==> config.mk <==
export PLATFORM = sky130hd
export DESIGN_NAME = ysbu_yuv
export DESIGN_NICKNAME = d
export VERILOG_FILES = /design/src/ysbu_yuv.sv
export SDC_FILE = /design/constraint.sdc
export NUM_CORES = 1
export LEC_CHECK = 0
export BUFFER_PORTS_ARGS = -buffer_cell sky130_fd_sc_hd__buf_2
export CORE_MARGIN = 3
export CORE_UTILIZATION = 40
export DETAILED_ROUTE_END_ITERATION = 8
export PLACE_DENSITY = 0.64
export SLEW_MARGIN = 0
export SYNTH_ARGS = -nofsm -noshare
export SYNTH_HDL_FRONTEND = slang
export SYNTH_SLANG_ARGS = --single-unit
==> constraint.sdc <==
create_clock -name vclk -period 22.9
set_input_delay 4.58 -clock vclk [all_inputs]
set_output_delay 4.58 -clock vclk [all_outputs]
set_load 0.01 [all_outputs]
==> src/ysbu_yuv.sv <==
// bgr to yuv conversion, luma at entry and chroma one stage later
`default_nettype none

module ysbu_yuv (
    input  logic [7:0] blue,
    input  logic [7:0] green,
    input  logic [7:0] red,
    output logic [7:0] luma,
    input  logic [7:0] stage_blue,
    input  logic [7:0] stage_red,
    input  logic [7:0] stage_luma,
    output logic [7:0] chroma_u,
    output logic [7:0] chroma_v
);

    // 14-bit coefficients and rounding offsets
    localparam logic [21:0]        COEF_R   = 22'd4899;
    localparam logic [21:0]        COEF_G   = 22'd9617;
    localparam logic [21:0]        COEF_B   = 22'd1868;
    localparam logic [21:0]        Y_ROUND  = 22'd8192;
    localparam logic signed [23:0] COEF_U   = 24'sd8061;
    localparam logic signed [23:0] COEF_V   = 24'sd14369;
    localparam logic signed [23:0] UV_OFFS  = 24'sd2105344;

    logic [21:0]        y_sum;
    logic signed [8:0]  b_minus_y;
    logic signed [8:0]  r_minus_y;
    logic signed [23:0] u_sum;
    logic signed [23:0] v_sum;

    // shift by 14 with saturation to 0..255
    function automatic logic [7:0] sat_shr14(input logic signed [23:0] t);
        logic [7:0] res;
        begin
            if (t[23])
                res = 8'd0;
            else if (t[22])
                res = 8'd255;
            else
                res = t[21:14];
            return res;
        end
    endfunction

    // luma: weighted sum, rounded
    assign y_sum = 22'(red) * COEF_R + 22'(green) * COEF_G + 22'(blue) * COEF_B + Y_ROUND;
    assign luma  = y_sum[21:14];

    // chroma from color minus luma
    assign b_minus_y = $signed({1'b0, stage_blue}) - $signed({1'b0, stage_luma});
    assign r_minus_y = $signed({1'b0, stage_red}) - $signed({1'b0, stage_luma});
    assign u_sum     = 24'(b_minus_y) * COEF_U + UV_OFFS;
    assign v_sum     = 24'(r_minus_y) * COEF_V + UV_OFFS;
    assign chroma_u  = sat_shr14(u_sum);
    assign chroma_v  = sat_shr14(v_sum);

endmodule

`default_nettype wire

==> run metrics <==
CP endpoint kind=output pin; Hold Fails Final Rpt=0; status=complete, no violations; Final setup violation count=0; sequential fraction of the synthesis area=0%; most frequent cells in the layout=inv_1, ha_1, fa_1; hold_sp=green[7]; critical path depth=31; FP Rows=55; Storage cell area=0 µm²; Peak Freq=59.8 MHz; Final Util=44.5%; first-pass GRT wire length=31.7 mm; via count of the first global-routing pass=6,898; CP delay by family, top=adder cells; most frequent CP cell=ha_1; placed cell count=1,423; PortBufs=72; seq_cells=0; Detailed Routing Iterations Pass 1=4; Slowest-stage cell, CP=fa_1; data required time at the worst endpoint=18,320 ps; Tightest Hold Check Type=input pin to output pin; Post-CTS Setup Inserts=0; Non-Filler Instances=1,423; DR iter-0 viols=245; largest net degree at the start of global routing=13; post-DR wirelength/cell=12.6 µm; # diodes=0; Yosys warnings=0; DR vias=6,682; share of post-route cells with drive strength above 1=8.83%; critical path class=input pin to output pin; placer congestion estimate=0.836; hpwl dp=17.2 mm; die extent in y=160 µm; initial core utilization=41.2%; min cycle time layout=16,730 ps; Syn Nets=1,506; GRT Total Usage=14.5%; clkbuf count=0; GR Overflow Total=0; crit path launch=blue[5]; CTS Hold Buffers Added=0; Area Overhead vs Synth=7.97%; final net count=1,579; number of unique standard cell types used by synthesis=64; core area=0.0230 mm²; Slowest Stage Delay on Critical Path=540 ps; Syn Area/Cell=9.11 µm²; Critical path buffers and inverters=6; Post-Synthesis Cells=1,039; Vias per Instance=4.70; commonest non-fill, non-tap cell in the layout=inv_1; setup TNS=0 ps; post-route DRC violation count=0; mapped cell area=0.00947 mm²; Max Cap Viol=0; unrepaired setup endpoints after global routing=false; max_slew headroom=54.0%; fin. max-slew vios=0; WL final=18.0 mm; Final ANT Viol Nets=0; fin crit share=73.1%; Startpoint Class=input pin; Die Wd=160 µm; antenna violations before repair=0; Die ar.=0.0256 mm²; crit path DAT=12,150 ps; Slew @ Worst Pin=685 ps; I/O pins=72; final hold slack=9920 ps; crit path to=luma[5]; crit-path max FO=6; PostCTS Resize Cnt=0
## routing by layer
metal	track usage [%]	up-vias	share of wire, %
met3	0.752	4	2.9
met5	0	-	0
met4	0.276	0	0.22
li1	-	3425	-
met2	25.3	76	47
met1	21.3	3177	50
## cell type report
type               instances  area [µm²]
inverters                337        1260
fillers                 2330       12800
multi-input cells        699        8190
repair buffers            74         375
well taps                313         392
## worst min-delay path by stage
| stage | to | slack (ps) | depth (start not counted) |
|---|---|---|---|
| global placement | luma[7] | 9940 | 5 |
| global route | luma[7] | 9980 | 5 |
| detailed placement | luma[7] | 9940 | 5 |
| finish | luma[7] | 9920 | 5 |
| CTS | luma[7] | 9940 | 5 |
| floorplan | luma[7] | 9540 | 3 |
## kinds of logic (layout without fill, tap and decap cells)
group                      Yosys count  after routing  share of synthesized area, %
AOI/OAI and AO/OA                  124            124                          9.10
adders and majority gates          419            419                          66.7
buffers and inverters              340            411                          13.5
and+or+nand+nor                    109            109                          6.14
muxes                                1              1                         0.106
xor gates and xnor gates            46             46                          4.45
## metrics by stage
step,instance area (µm²),worst slack [ps]
after floorplan,9470,6810
after global placement,10200,6180
after detailed placement,10200,6170
after CTS,10200,6120
after global routing,10200,5730
final,10200,6170
## worst min-delay path, stage by stage
cell and delay [ps]:
buf_2 200, fa_1 220, xor2_1 80, xnor2_1 120, buf_2 130
## cell usage after synthesis, types with 3 or more instances
| cell type | number | area (µm²) |
|---|---|---|
| a211oi_1 | 4 | 30.0 |
| a21boi_0 | 3 | 22.5 |
| a21o_1 | 8 | 60.1 |
| a21oi_1 | 38 | 190 |
| a21oi_2 | 3 | 26.3 |
| a31oi_1 | 3 | 18.8 |
| and2_1 | 4 | 25.0 |
| and4_1 | 3 | 26.3 |
| fa_1 | 143 | 2860 |
| ha_1 | 276 | 3450 |
| inv_1 | 337 | 1260 |
| nand2_1 | 16 | 60.1 |
| nand2b_1 | 9 | 56.3 |
| nand3_1 | 4 | 20.0 |
| nand4_1 | 4 | 25.0 |
| nor2_1 | 31 | 116 |
| nor2b_1 | 3 | 18.8 |
| nor3_1 | 9 | 45.0 |
| o21a_1 | 14 | 105 |
| o21ai_0 | 14 | 70.1 |
| o21ai_1 | 5 | 25.0 |
| o21bai_1 | 5 | 37.5 |
| or2_2 | 8 | 50.1 |
| or3_1 | 5 | 31.3 |
| xnor2_1 | 27 | 236 |
| xor2_1 | 18 | 158 |
Power is not shown: default switching activity piles up to over one toggle a cycle in this logic, so the estimate is an artifact.
