## config.mk

```make
export PLATFORM = sky130hd
export DESIGN_NAME = ysbu_update
export DESIGN_NICKNAME = d
export VERILOG_FILES = /design/src/ysbu_pkg.sv /design/src/ysbu_update.sv
export SDC_FILE = /design/constraint.sdc
export NUM_CORES = 2
export LEC_CHECK = 0
export BUFFER_PORTS_ARGS = -buffer_cell sky130_fd_sc_hd__buf_2
export CORE_ASPECT_RATIO = 1.75
export CORE_MARGIN = 2
export CORE_UTILIZATION = 50
export DETAILED_ROUTE_END_ITERATION = 8
export PLACE_DENSITY = 0.7
export SYNTH_ARGS = -nofsm -noshare
export SYNTH_HDL_FRONTEND = slang
export SYNTH_SLANG_ARGS = --single-unit
```

## constraint.sdc

```tcl
create_clock -name vclk -period 10.4
set_clock_uncertainty 0.15 [all_clocks]
set_input_delay 2.08 -clock vclk [all_inputs]
set_output_delay 2.08 -clock vclk [all_outputs]
set_load 0.05 [all_outputs]
```

## src/ysbu_pkg.sv

```systemverilog
// shared types and constants for the yuv selective background update block
`default_nettype none

package ysbu_pkg;

    // pixel store geometry
    localparam int ADDR_W       = 16;
    localparam int STORE_DEPTH  = 2 ** ADDR_W;
    localparam int FRAME_PIXELS = 65536;

    // largest background value, 255.0 in 8.8
    localparam logic [15:0] BG_MAX = 16'd65280;

    // configuration reset values
    localparam logic [15:0] LUMA_THR_RESET    = 16'd5120;
    localparam logic [15:0] CHROMA_THR_RESET  = 16'd2560;
    localparam logic [15:0] RATE_STATIC_RESET = 16'd6554;
    localparam logic [15:0] RATE_MOVING_RESET = 16'd655;

    // configuration register indexes
    typedef enum logic [1:0] {
        REG_LUMA_THR    = 2'd0,
        REG_CHROMA_THR  = 2'd1,
        REG_RATE_STATIC = 2'd2,
        REG_RATE_MOVING = 2'd3
    } reg_idx_t;

    // item commands
    typedef enum logic {
        CMD_PROCESS = 1'b0,
        CMD_LOAD    = 1'b1
    } cmd_t;

    // one background entry, 8.8 per channel
    typedef struct packed {
        logic [15:0] v;
        logic [15:0] u;
        logic [15:0] y;
    } bg_entry_t;

    // control that travels with each pipeline stage
    typedef struct packed {
        logic                valid;
        cmd_t                cmd;
        logic                frame_end;
        logic [ADDR_W-1:0]   addr;
    } ctl_t;

    // differences to the background and their magnitudes
    typedef struct packed {
        logic signed [16:0] dy;
        logic signed [16:0] du;
        logic signed [16:0] dv;
        logic [15:0]        ady;
        logic [31:0]        du2;
        logic [31:0]        dv2;
    } diff_t;

    // background update steps, 8.8
    typedef struct packed {
        logic signed [17:0] sy;
        logic signed [17:0] su;
        logic signed [17:0] sv;
    } step_t;

endpackage

`default_nettype wire

```

## src/ysbu_update.sv

```systemverilog
// background update: rate times difference, then add and clamp
`default_nettype none

module ysbu_update (
    input  logic [15:0]         rate,
    input  logic signed [16:0]  dy,
    input  logic signed [16:0]  du,
    input  logic signed [16:0]  dv,
    output ysbu_pkg::step_t     step,
    input  ysbu_pkg::bg_entry_t stage_bg,
    input  ysbu_pkg::step_t     stage_step,
    output ysbu_pkg::bg_entry_t new_bg
);

    import ysbu_pkg::*;

    // floor((rate * d + 32768) / 65536)
    function automatic logic signed [17:0] step_of(input logic [15:0] r,
                                                   input logic signed [16:0] d);
        logic signed [33:0] p;
        begin
            p = $signed({18'd0, r}) * 34'(d) + 34'sd32768;
            return $signed(p[33:16]);
        end
    endfunction

    // background plus step, clamped to 0..255.0
    function automatic logic [15:0] clamp_add(input logic [15:0] b,
                                              input logic signed [17:0] s);
        logic signed [18:0] n;
        logic [15:0]        res;
        begin
            n = $signed({3'b000, b}) + 19'(s);
            if (n[18])
                res = 16'd0;
            else if (n > $signed({3'b000, BG_MAX}))
                res = BG_MAX;
            else
                res = n[15:0];
            return res;
        end
    endfunction

    // products, one per channel
    always_comb
    begin
        step.sy = step_of(rate, dy);
        step.su = step_of(rate, du);
        step.sv = step_of(rate, dv);
    end

    // new entry from the registered steps
    always_comb
    begin
        new_bg.y = clamp_add(stage_bg.y, stage_step.sy);
        new_bg.u = clamp_add(stage_bg.u, stage_step.su);
        new_bg.v = clamp_add(stage_bg.v, stage_step.sv);
    end

endmodule

`default_nettype wire

```

==> impl_metrics.csv <==
group,metric,value,unit
final_layout,seq_area,0,µm²
synthesis,netlist-cell-type-count,73,
global_routing,grt_first_pass_wirelength,131,mm
routing,detailedRoute.firstPassIterationCount,5,
routing,final_antenna_net_count,0,
synthesis,postSynthCellCount,3513,
final_layout,layout_net_count,5074,
setup_path,worst_ep_arrival_time,8050,ps
timing,worstMarginPinSlew,731,ps
routing,routed_wl,79.9,mm
setup_path,worst_path_max_delay_cell,"fa_1",
synthesis,syn-mean-instance-area,8.56,µm²
timing,timing.final.max_slew_violations,0,
setup_path,critPathMaxFanout,20,
synthesis,synth_top_area_cell,"fa_1",
final_layout,layout-area-overhead-vs-synth,13.5,%
global_routing,grt_overflow_total,0,
routing,average_wire_per_cell_in_the_routed_design,17.2,µm
place,globalplace.congestion,0.919,
global_routing,all_layer_global_routing_usage,26.4,%
timing,max_clock_freq,0.0973,GHz
timing,finalCriticalPeriod,10280,ps
synthesis,total_of_warnings_raised_by_yosys,0,
setup_path,worst-path-buf-inv,7,
routing,route.detailed.vias_per_inst,5.23,
timing,slew_headroom,50.7,%
routing,drt_iter0_drc,923,
synthesis,synth_seq_area_share,0,%
place,hpwl,70.3,mm
final_layout,clock_buffer_count,0,
synthesis,synth.top_cells.by_area,"fa_1, ha_1, inv_1, and2_1, nand2_1",
floorplan,die_width,189,µm
outcome,status,"finished clean",
setup_path,path_cells,"buf_2, buf_12, and2_1, fa_1, inv_1, fa_1, inv_1, fa_1, fa_1, fa_1, inv_1, fa_1, inv_1, ha_1, a21oi_2, o21ai_2, a311oi_2, o21ai_2, o221ai_2, a21oi_4, a211o_1, a21oi_2, xnor2_2, buf_6",
place,placedInstanceArea,33600,µm²
floorplan,ports_placed_on_the_boundary,271,
global_routing,grt_start_max_net_pins,29,
synthesis,synth_nets,4726,
final_layout,final_layout_size_suffix_gt1_share,14.4,%
place,io_buffers,271,
setup_path,worstSetupEndpointType,"output port",
final_layout,postLayoutCellArea,34100,µm²
final_layout,design.seq.count,0,
routing,total_via_count_after_detailed_routing,24300,
global_routing,first_global_vias,27100,
min_path,hold_path.class,"input port to output port",
setup_path,critPathMostFrequentCell,"fa_1",
setup_path,path_delay_family,"adder cells",
synthesis,cell_area_after_synthesis,30100,µm²
setup_path,critical_path.max_stage_delay,540,ps
timing,finalSetupViolCount,0,
setup_path,worstPathRequired,8170,ps
floorplan,num_rows,119,
final_layout,post-route-util,57.0,%
flow_run,timing.max_cap.violations,0,
floorplan,fp.coreArea,59900,µm²
timing,grt_setup_unrepaired,"yes",
routing,drc,0,
floorplan,initial_utilization,50.3,%
synthesis,synth_top_cell_area_share,41.9,%
timing,timing_hold_violations_final,0,
timing,layout_worst_path_cycle_share,98.8,%
global_routing,antenna_violations_before_repair,1,
setup_path,critPathKind,"input port to output port",
floorplan,dieArea,62200,µm²
floorplan,dieHeight,328,µm
setup_path,critical_path.startpoint_type,"input port",
==> worst paths after layout <==
kind,from,end,cells after the start
setup / recovery,rate[3],step[17],24
hold / removal,stage_step[53],new_bg[12],3
==> per-stage QoR <==
stage	cells	hold WS, ps	setup TNS, ps	setup slack (ps)
floorplan	3513	4280	0	51.6
global placement	4634	4460	-1320	-208
detailed placement	4634	4450	-2530	-308
CTS	4639	4460	0	1.81
global route	4645	4470	-261	-124
finish	4646	4460	0	120
==> synth_stat cells (all sizes together), types with 12 or more instances <==
master  count
a211oi     12
a21o       36
a21oi      82
and2      465
and3       17
clkbuf    133
fa        630
ha        414
inv       919
nand2     332
nand2b     32
nand3      19
nor2       55
nor2b      42
nor3       29
nor3b      12
o21a       19
o21ai      48
xnor2      55
xor2       35
==> timing repair <==
action,4_1_cts,5_1_grt
hold buffers,0,0
endpoints found under the setup margin,19,29
gates cloned,0,2
resized for setup,37,82
pin swaps,17,46
setup buffers,5,6
==> cells in the final DEF, fill, tap and decap left out, drive strengths merged, types with 8 or more instances in the layout <==
master	count
inv	919
fa	630
buf	471
and2	465
ha	414
nand2	332
a21oi	82
nor2	55
xnor2	55
o21ai	48
nor2b	42
a21o	36
xor2	35
nand2b	32
nor3	29
nand3	19
o21a	19
and3	17
nor3b	12
a211oi	12
clkbuf	9
a211o	8
o31ai	8
==> cell families after synthesis <==
| group | after synthesis | synth area share (%) |
|---|---|---|
| AOI/OAI and AO/OA | 285 | 6.48 |
| muxes | 3 | 0.0998 |
| and+or+nand+nor | 1038 | 18.5 |
| xor gates and xnor gates | 90 | 2.62 |
| adders and majority gates | 1044 | 59.1 |
| buffers and inverters | 1053 | 13.1 |
==> layout make-up <==
class / instances / area (µm²)
timing repair buffer: 480 / 3340
fill: 5498 / 25700
multi-input combinational: 2460 / 26400
inverter: 919 / 3450
tap: 786 / 983
antenna: 1 / 2.50
==> routing by layer <==
layer  wire, µm  vias to the layer above  global-route usage, %
li1           -                    11200                      -
met1      27400                    12200                   27.0
met2      45000                      692                   53.2
met3       3050                      223                   2.03
met4       4330                        2                   12.0
met5         12                        -                      0
Power is left out: the tool's default activity adds up to more than one toggle a clock period on the data nets, which glitch-free logic cannot reach.
