[config.mk]
export PLATFORM = sky130hd
export DESIGN_NAME = ysbu_detect
export DESIGN_NICKNAME = d
export VERILOG_FILES = /design/src/ysbu_pkg.sv /design/src/ysbu_detect.sv
export SDC_FILE = /design/constraint.sdc
export NUM_CORES = 1
export LEC_CHECK = 0
export ABC_AREA = 1
export BUFFER_PORTS_ARGS = -buffer_cell sky130_fd_sc_hd__buf_4
export CAP_MARGIN = 10
export CORE_UTILIZATION = 44
export DETAILED_ROUTE_END_ITERATION = 10
export PLACE_DENSITY_LB_ADDON = 0.05
export REMOVE_ABC_BUFFERS = 1
export SYNTH_ARGS = -nofsm -noshare
export SYNTH_HDL_FRONTEND = slang
export SYNTH_SLANG_ARGS = --single-unit
export TNS_END_PERCENT = 50
[constraint.sdc]
create_clock -name vclk -period 7
set_input_delay 0 -clock vclk [all_inputs]
set_output_delay 0 -clock vclk [all_outputs]
set_load 0.05 [all_outputs]
[src/ysbu_pkg.sv]
// shared types and constants for the yuv selective background update block
`default_nettype none

package ysbu_pkg;

    // pixel store geometry
    localparam int ADDR_W       = 16;
    localparam int STORE_DEPTH  = 2 ** ADDR_W;
    localparam int FRAME_PIXELS = 65536;

    // largest background value, 255.0 in 8.8
    localparam logic [15:0] BG_MAX = 16'd65280;

    // configuration reset values
    localparam logic [15:0] LUMA_THR_RESET    = 16'd5120;
    localparam logic [15:0] CHROMA_THR_RESET  = 16'd2560;
    localparam logic [15:0] RATE_STATIC_RESET = 16'd6554;
    localparam logic [15:0] RATE_MOVING_RESET = 16'd655;

    // configuration register indexes
    typedef enum logic [1:0] {
        REG_LUMA_THR    = 2'd0,
        REG_CHROMA_THR  = 2'd1,
        REG_RATE_STATIC = 2'd2,
        REG_RATE_MOVING = 2'd3
    } reg_idx_t;

    // item commands
    typedef enum logic {
        CMD_PROCESS = 1'b0,
        CMD_LOAD    = 1'b1
    } cmd_t;

    // one background entry, 8.8 per channel
    typedef struct packed {
        logic [15:0] v;
        logic [15:0] u;
        logic [15:0] y;
    } bg_entry_t;

    // control that travels with each pipeline stage
    typedef struct packed {
        logic                valid;
        cmd_t                cmd;
        logic                frame_end;
        logic [ADDR_W-1:0]   addr;
    } ctl_t;

    // differences to the background and their magnitudes
    typedef struct packed {
        logic signed [16:0] dy;
        logic signed [16:0] du;
        logic signed [16:0] dv;
        logic [15:0]        ady;
        logic [31:0]        du2;
        logic [31:0]        dv2;
    } diff_t;

    // background update steps, 8.8
    typedef struct packed {
        logic signed [17:0] sy;
        logic signed [17:0] su;
        logic signed [17:0] sv;
    } step_t;

endpackage

`default_nettype wire

[src/ysbu_detect.sv]
// background differences, squared chroma distance and motion decision
`default_nettype none

module ysbu_detect (
    input  logic [7:0]          luma,
    input  logic [7:0]          chroma_u,
    input  logic [7:0]          chroma_v,
    input  ysbu_pkg::bg_entry_t bg,
    output ysbu_pkg::diff_t     diff,
    input  ysbu_pkg::diff_t     stage_diff,
    input  logic [15:0]         luma_threshold,
    input  logic [31:0]         chroma_sq,
    output logic                motion
);

    import ysbu_pkg::*;

    logic signed [16:0] ndy;
    logic signed [33:0] sq_u;
    logic signed [33:0] sq_v;
    logic [32:0]        mag2;

    // signed 8.8 differences
    always_comb
    begin
        diff.dy = $signed({1'b0, luma, 8'd0}) - $signed({1'b0, bg.y});
        diff.du = $signed({1'b0, chroma_u, 8'd0}) - $signed({1'b0, bg.u});
        diff.dv = $signed({1'b0, chroma_v, 8'd0}) - $signed({1'b0, bg.v});
        ndy      = -diff.dy;
        diff.ady = diff.dy[16] ? ndy[15:0] : diff.dy[15:0];
        sq_u     = 34'(diff.du) * 34'(diff.du);
        sq_v     = 34'(diff.dv) * 34'(diff.dv);
        diff.du2 = sq_u[31:0];
        diff.dv2 = sq_v[31:0];
    end

    // threshold tests on the registered differences
    assign mag2   = 33'(stage_diff.du2) + 33'(stage_diff.dv2);
    assign motion = (stage_diff.ady >= luma_threshold) || (mag2 >= 33'(chroma_sq));

endmodule

`default_nettype wire

==> results of run 1 <==
[metrics by stage]
| step | setup WS (ns) | hold WS, ns | TNS [ns] | instances |
|---|---|---|---|---|
| final | 0.2030 | 0.3175 | 0 | 4326 |
| after global routing | -0.04746 | 0.3245 | -0.1800 | 4326 |
| after CTS | -0.003866 | 0.3168 | -0.003866 | 4307 |
| after detailed placement | -0.09995 | 0.3169 | -0.2801 | 4305 |
| after global placement | -0.04077 | 0.3130 | -0.09364 | 4305 |
| after floorplan | -0.7993 | 0 | -16.21 | 3113 |
[repair_timing]
item                       in CTS  in global routing
setup buffers                   2                 19
pin swaps                       1                 33
cloned                          0                  0
hold endpoints to repair        0                  0
setup endpoints to repair       7                 28
resized for setup               9                180
[kinds of logic (layout without fill, tap and decap cells)]
family,count (synthesis),in the layout,synth area share [%]
and+or+nand+nor,966,966,17.02
other,1,2,0.01528
adders and majority gates,781,781,55.46
buffers and inverters,994,1415,15.63
xor gates and xnor gates,136,136,5.186
AOI/OAI and AO/OA,278,278,6.686
[layout make-up]
| cell class | instances | area (µm²) |
|---|---|---|
| Inverter | 950 | 3592 |
| Tap cell | 748 | 935.9 |
| Fill cell | 5419 | 25560 |
| Multi-Input combinational cell | 2163 | 21400 |
| Timing Repair Buffer | 465 | 3602 |
[synth_stat cells, drive strengths merged (7+ instances only)]
library cell | n | share of area (%)
inv | 939 | 14
fa | 511 | 42
nand2 | 478 | 7.5
nor2 | 313 | 5.3
ha | 270 | 14
a21oi | 133 | 2.7
xor2 | 87 | 3.3
nand3 | 75 | 1.6
o21ai | 64 | 1.4
xnor2 | 48 | 1.8
nand4 | 33 | 0.84
buf | 31 | 0.87
nor3 | 27 | 0.64
a21o | 26 | 0.80
nor4 | 16 | 0.52
clkbuf | 13 | 0.20
or2 | 12 | 0.31
clkinv | 11 | 0.17
o21bai | 10 | 0.31
a31oi | 9 | 0.25
a21boi | 8 | 0.26
nand3b | 7 | 0.21
[critical path: cells and delay by family]
| family | cells | cell delay [ns] |
|---|---|---|
| and+or+nand+nor | 6 | 0.71 |
| adders and majority gates | 8 | 3.74 |
| xor gates and xnor gates | 1 | 0.22 |
| AOI/OAI and AO/OA | 3 | 0.57 |
| buffers and inverters | 13 | 1.53 |
[metal layers]
metal  up-vias  GRT usage (%)  share of wire, %
li1      10165              -                 -
met1     10362          34.46                45
met2       605          41.11                48
met3        48          2.418               6.0
met4         0          3.535               1.6
met5         -              0                 0
[worst min-delay path by stage]
stage / startpoint / end / slack (ns) / cells past startpoint
finish: bg[0] / diff[64] / 0.32 / 2
global route: bg[0] / diff[114] / 0.32 / 2
CTS: bg[0] / diff[64] / 0.32 / 2
detailed placement: bg[0] / diff[64] / 0.32 / 2
global placement: bg[0] / diff[114] / 0.31 / 2
floorplan: bg[32] / diff[0] / 0 / 0
==> flow_summary_export.csv, run 1 <==
group,metric,value,unit
finish,n_antenna_cell,0,
logic_synthesis,synth_area,24530,µm²
detailed_routing,route.vias.total,21180,
floorplanning,coreArea,55090,µm²
logic_synthesis,synth.distinct_cells,63,
finish,area_delta_synth_final,20.37,%
min_path,min_path_type,"primary input to output pin",
detailed_routing,drt_iter0_markers,1237,
critical_path,critPathMostFrequentCell,"buf_4",
global_routing,antenna_found_initial,0,
detailed_routing,wl,68590,µm
finish,seq_cell_count,0,
critical_path,cp.arrival,6.80,ns
global_routing,grt_pass1_wl,110100,µm
finish,final_area,29530,µm²
finish,regArea,0,µm²
sta,timing.final.crit_share,97.10,%
status,outcome,"complete, but fails checks",
floorplanning,pin_count,383,
sta,setup_viol,0,
placement,port_buffers,330,
clocking,hold_buffers,0,
sta,fmax,0.1471,GHz
job,maxCapViolCount,0,
critical_path,worstPathRequired,7.00,ns
sta,layout_min_cycle_time,6.797,ns
floorplanning,initial_core_util,44.53,%
logic_synthesis,avgSynthCellArea,7.774,µm²
finish,layout-drive-gt1-share,19.28,%
critical_path,cp-start-kind,"primary input",
detailed_routing,drc,1,
floorplanning,std_cell_rows,86,
detailed_routing,postRouteAntennaNets,0,
floorplanning,die_area,56710,µm²
critical_path,worstPathMaxFanout,23,
sta,slew_headroom,52.82,%
sta,tightestPinTransition,0.7056,ns
logic_synthesis,syn_inst,3156,
sta,hold_viol_final,0,
logic_synthesis,seq_area_frac_synth,0,%
finish,mostFrequentLayoutCells,"inv_1 (915), fa_1 (504), buf_4 (449)",
status,violations,"DRC",
placement,hpwl,61960,µm
placement,place_congestion,0.9238,
global_routing,grt_pass1_vias,21974,
critical_path,slowest_delay,0.62,ns
critical_path,crit_slowest_cell,"fa_2",
finish,layout_commonest_cell,"inv_1",
logic_synthesis,yosys_warnings,0,
global_routing,grt_max_degree,24,
placement,placed_cell_area,28580,µm²
detailed_routing,first_pass_iters,9,
detailed_routing,wl_per_cell,15.85,µm
critical_path,cp-endpoint,"diff[62]",
critical_path,crit_type,"primary input to output pin",
critical_path,end_kind,"output pin",
critical_path,startpoint,"chroma_u[5]",
finish,fin_nets,4612,
finish,postLayoutCoreUtil,53.60,%
sta,drv_slew,0,
sta,rsz0062_at_grt,"true",
floorplanning,die_y,238.1,µm
detailed_routing,via_per_inst,4.896,
floorplanning,die_x,238.1,µm
finish,nClkBuffers,0,
global_routing,track_usage,24.35,%
global_routing,grt_overflow,0,
Power of run 1 is not shown: default switching activity piles up to over one toggle a cycle in this logic, so the estimate is an artifact.
==> inputs of run 2 (changes only) <==
--- a/config.mk
+++ b/config.mk
@@ -8,10 +8,10 @@
 export ABC_AREA = 1
 export BUFFER_PORTS_ARGS = -buffer_cell sky130_fd_sc_hd__buf_4
 export CAP_MARGIN = 10
-export CORE_UTILIZATION = 44
+export CORE_UTILIZATION = 45
 export DETAILED_ROUTE_END_ITERATION = 10
+export GPL_TIMING_DRIVEN = 0
 export PLACE_DENSITY_LB_ADDON = 0.05
-export REMOVE_ABC_BUFFERS = 1
 export SYNTH_ARGS = -nofsm -noshare
 export SYNTH_HDL_FRONTEND = slang
 export SYNTH_SLANG_ARGS = --single-unit
==> flow_summary_export.csv, run 2 (synthesis results as in run 1) <==
group,metric,value,unit
critical_path,cp-start-kind,"primary input",
detailed_routing,wl,70880,µm
floorplanning,initial_core_util,45.59,%
sta,rsz0062_at_grt,"true",
placement,hpwl,63140,µm
finish,n_antenna_cell,0,
finish,fillers,5178,
finish,mostFrequentLayoutCells,"inv_1 (911), fa_1 (500), nand2_1 (441)",
critical_path,cp.arrival,6.81,ns
critical_path,crit_slowest_cell,"fa_1",
sta,fmax,0.1469,GHz
floorplanning,coreArea,53810,µm²
critical_path,slowest_delay,0.55,ns
critical_path,worstPathMaxFanout,4,
sta,setup_viol,0,
global_routing,antenna_found_initial,0,
detailed_routing,drt_iter0_markers,725,
detailed_routing,wl_per_cell,16.69,µm
sta,timing.final.crit_share,97.23,%
status,outcome,"completed",
detailed_routing,route.vias.total,20934,
finish,fin_nets,4586,
global_routing,grt_max_degree,12,
placement,place_congestion,0.9073,
floorplanning,die_area,55460,µm²
sta,hold_viol_final,0,
global_routing,grt_overflow,0,
detailed_routing,postRouteAntennaNets,0,
sta,tightestPinTransition,0.7580,ns
floorplanning,die_y,235.5,µm
sta,layout_min_cycle_time,6.806,ns
critical_path,worstPathRequired,7.00,ns
floorplanning,die_x,235.5,µm
finish,layout_commonest_cell,"inv_1",
global_routing,grt_pass1_wl,113900,µm
sta,drv_slew,0,
finish,regArea,0,µm²
detailed_routing,drc,0,
floorplanning,pin_count,383,
detailed_routing,via_per_inst,4.928,
floorplanning,std_cell_rows,85,
finish,area_delta_synth_final,20.77,%
clocking,hold_buffers,0,
critical_path,crit_type,"primary input to output pin",
global_routing,grt_pass1_vias,22520,
min_path,min_path_type,"primary input to output pin",
placement,dp.cells,4183,
detailed_routing,first_pass_iters,5,
sta,holdWs,0.4091,ns
finish,layout-drive-gt1-share,19.40,%
finish,seq_cell_count,0,
placement,port_buffers,330,
sta,slew_headroom,49.46,%
job,maxCapViolCount,0,
critical_path,critPathMostFrequentCell,"inv_1",
finish,fin_cells,4248,
finish,nClkBuffers,0,
critical_path,end_kind,"output pin",
global_routing,track_usage,25.65,%
run 2: timing repair:
| action | CTS | global route |
|---|---|---|
| pin swaps | 21 | 49 |
| buffers inserted | 26 | 37 |
| cloned | 0 | 2 |
| resized for setup | 122 | 157 |
| setup endpoints to repair | 37 | 28 |
| endpoints found under the hold margin | 0 | 0 |
run 2: final cells by class:
type | instances | area (µm²) | area share [%]
repair buffers | 395 | 3055 | 10.31
plain buffers | 44 | 415.4 | 1.402
well taps | 696 | 870.8 | 2.939
inverters | 950 | 3616 | 12.20
multi-input cells | 2163 | 21670 | 73.14
run 2: path summary, 6_finish.rpt:
| check | to | from | cells after the start |
|---|---|---|---|
| setup / recovery | diff[27] | chroma_v[1] | 33 |
| hold / removal | diff[64] | bg[0] | 3 |
run 2: routing by layer:
metal / vias up / GRT usage (%) / routed length [µm]
li1: 10126 / - / -
met1: 10224 / 30.67 / 28810
met2: 466 / 48.50 / 36370
met3: 118 / 2.099 / 2859
met4: 0 / 7.764 / 2847
met5: - / 0 / 0
run 2: stage by stage:
step,TNS [ns],setup slack (ns),area [µm²],util [%]
global route,-0.3862,-0.08798,29630,55.06
global placement,-33.20,-1.836,27980,51.99
floorplan,-0.7115,-0.2524,24630,-
CTS,0,0.006740,28660,53.26
finish,0,0.1938,29630,55.06
detailed placement,-34.64,-1.878,27980,51.99
run 2: worst max-delay path: cells and delay by family:
kind / cells / cell delay [ns]
fa+ha+maj: 8 / 3.69
simple gates: 12 / 1.77
buf+inv: 9 / 0.83
compound gates: 3 / 0.38
xor+xnor: 1 / 0.14
Power of run 2 is left out for the same reason.
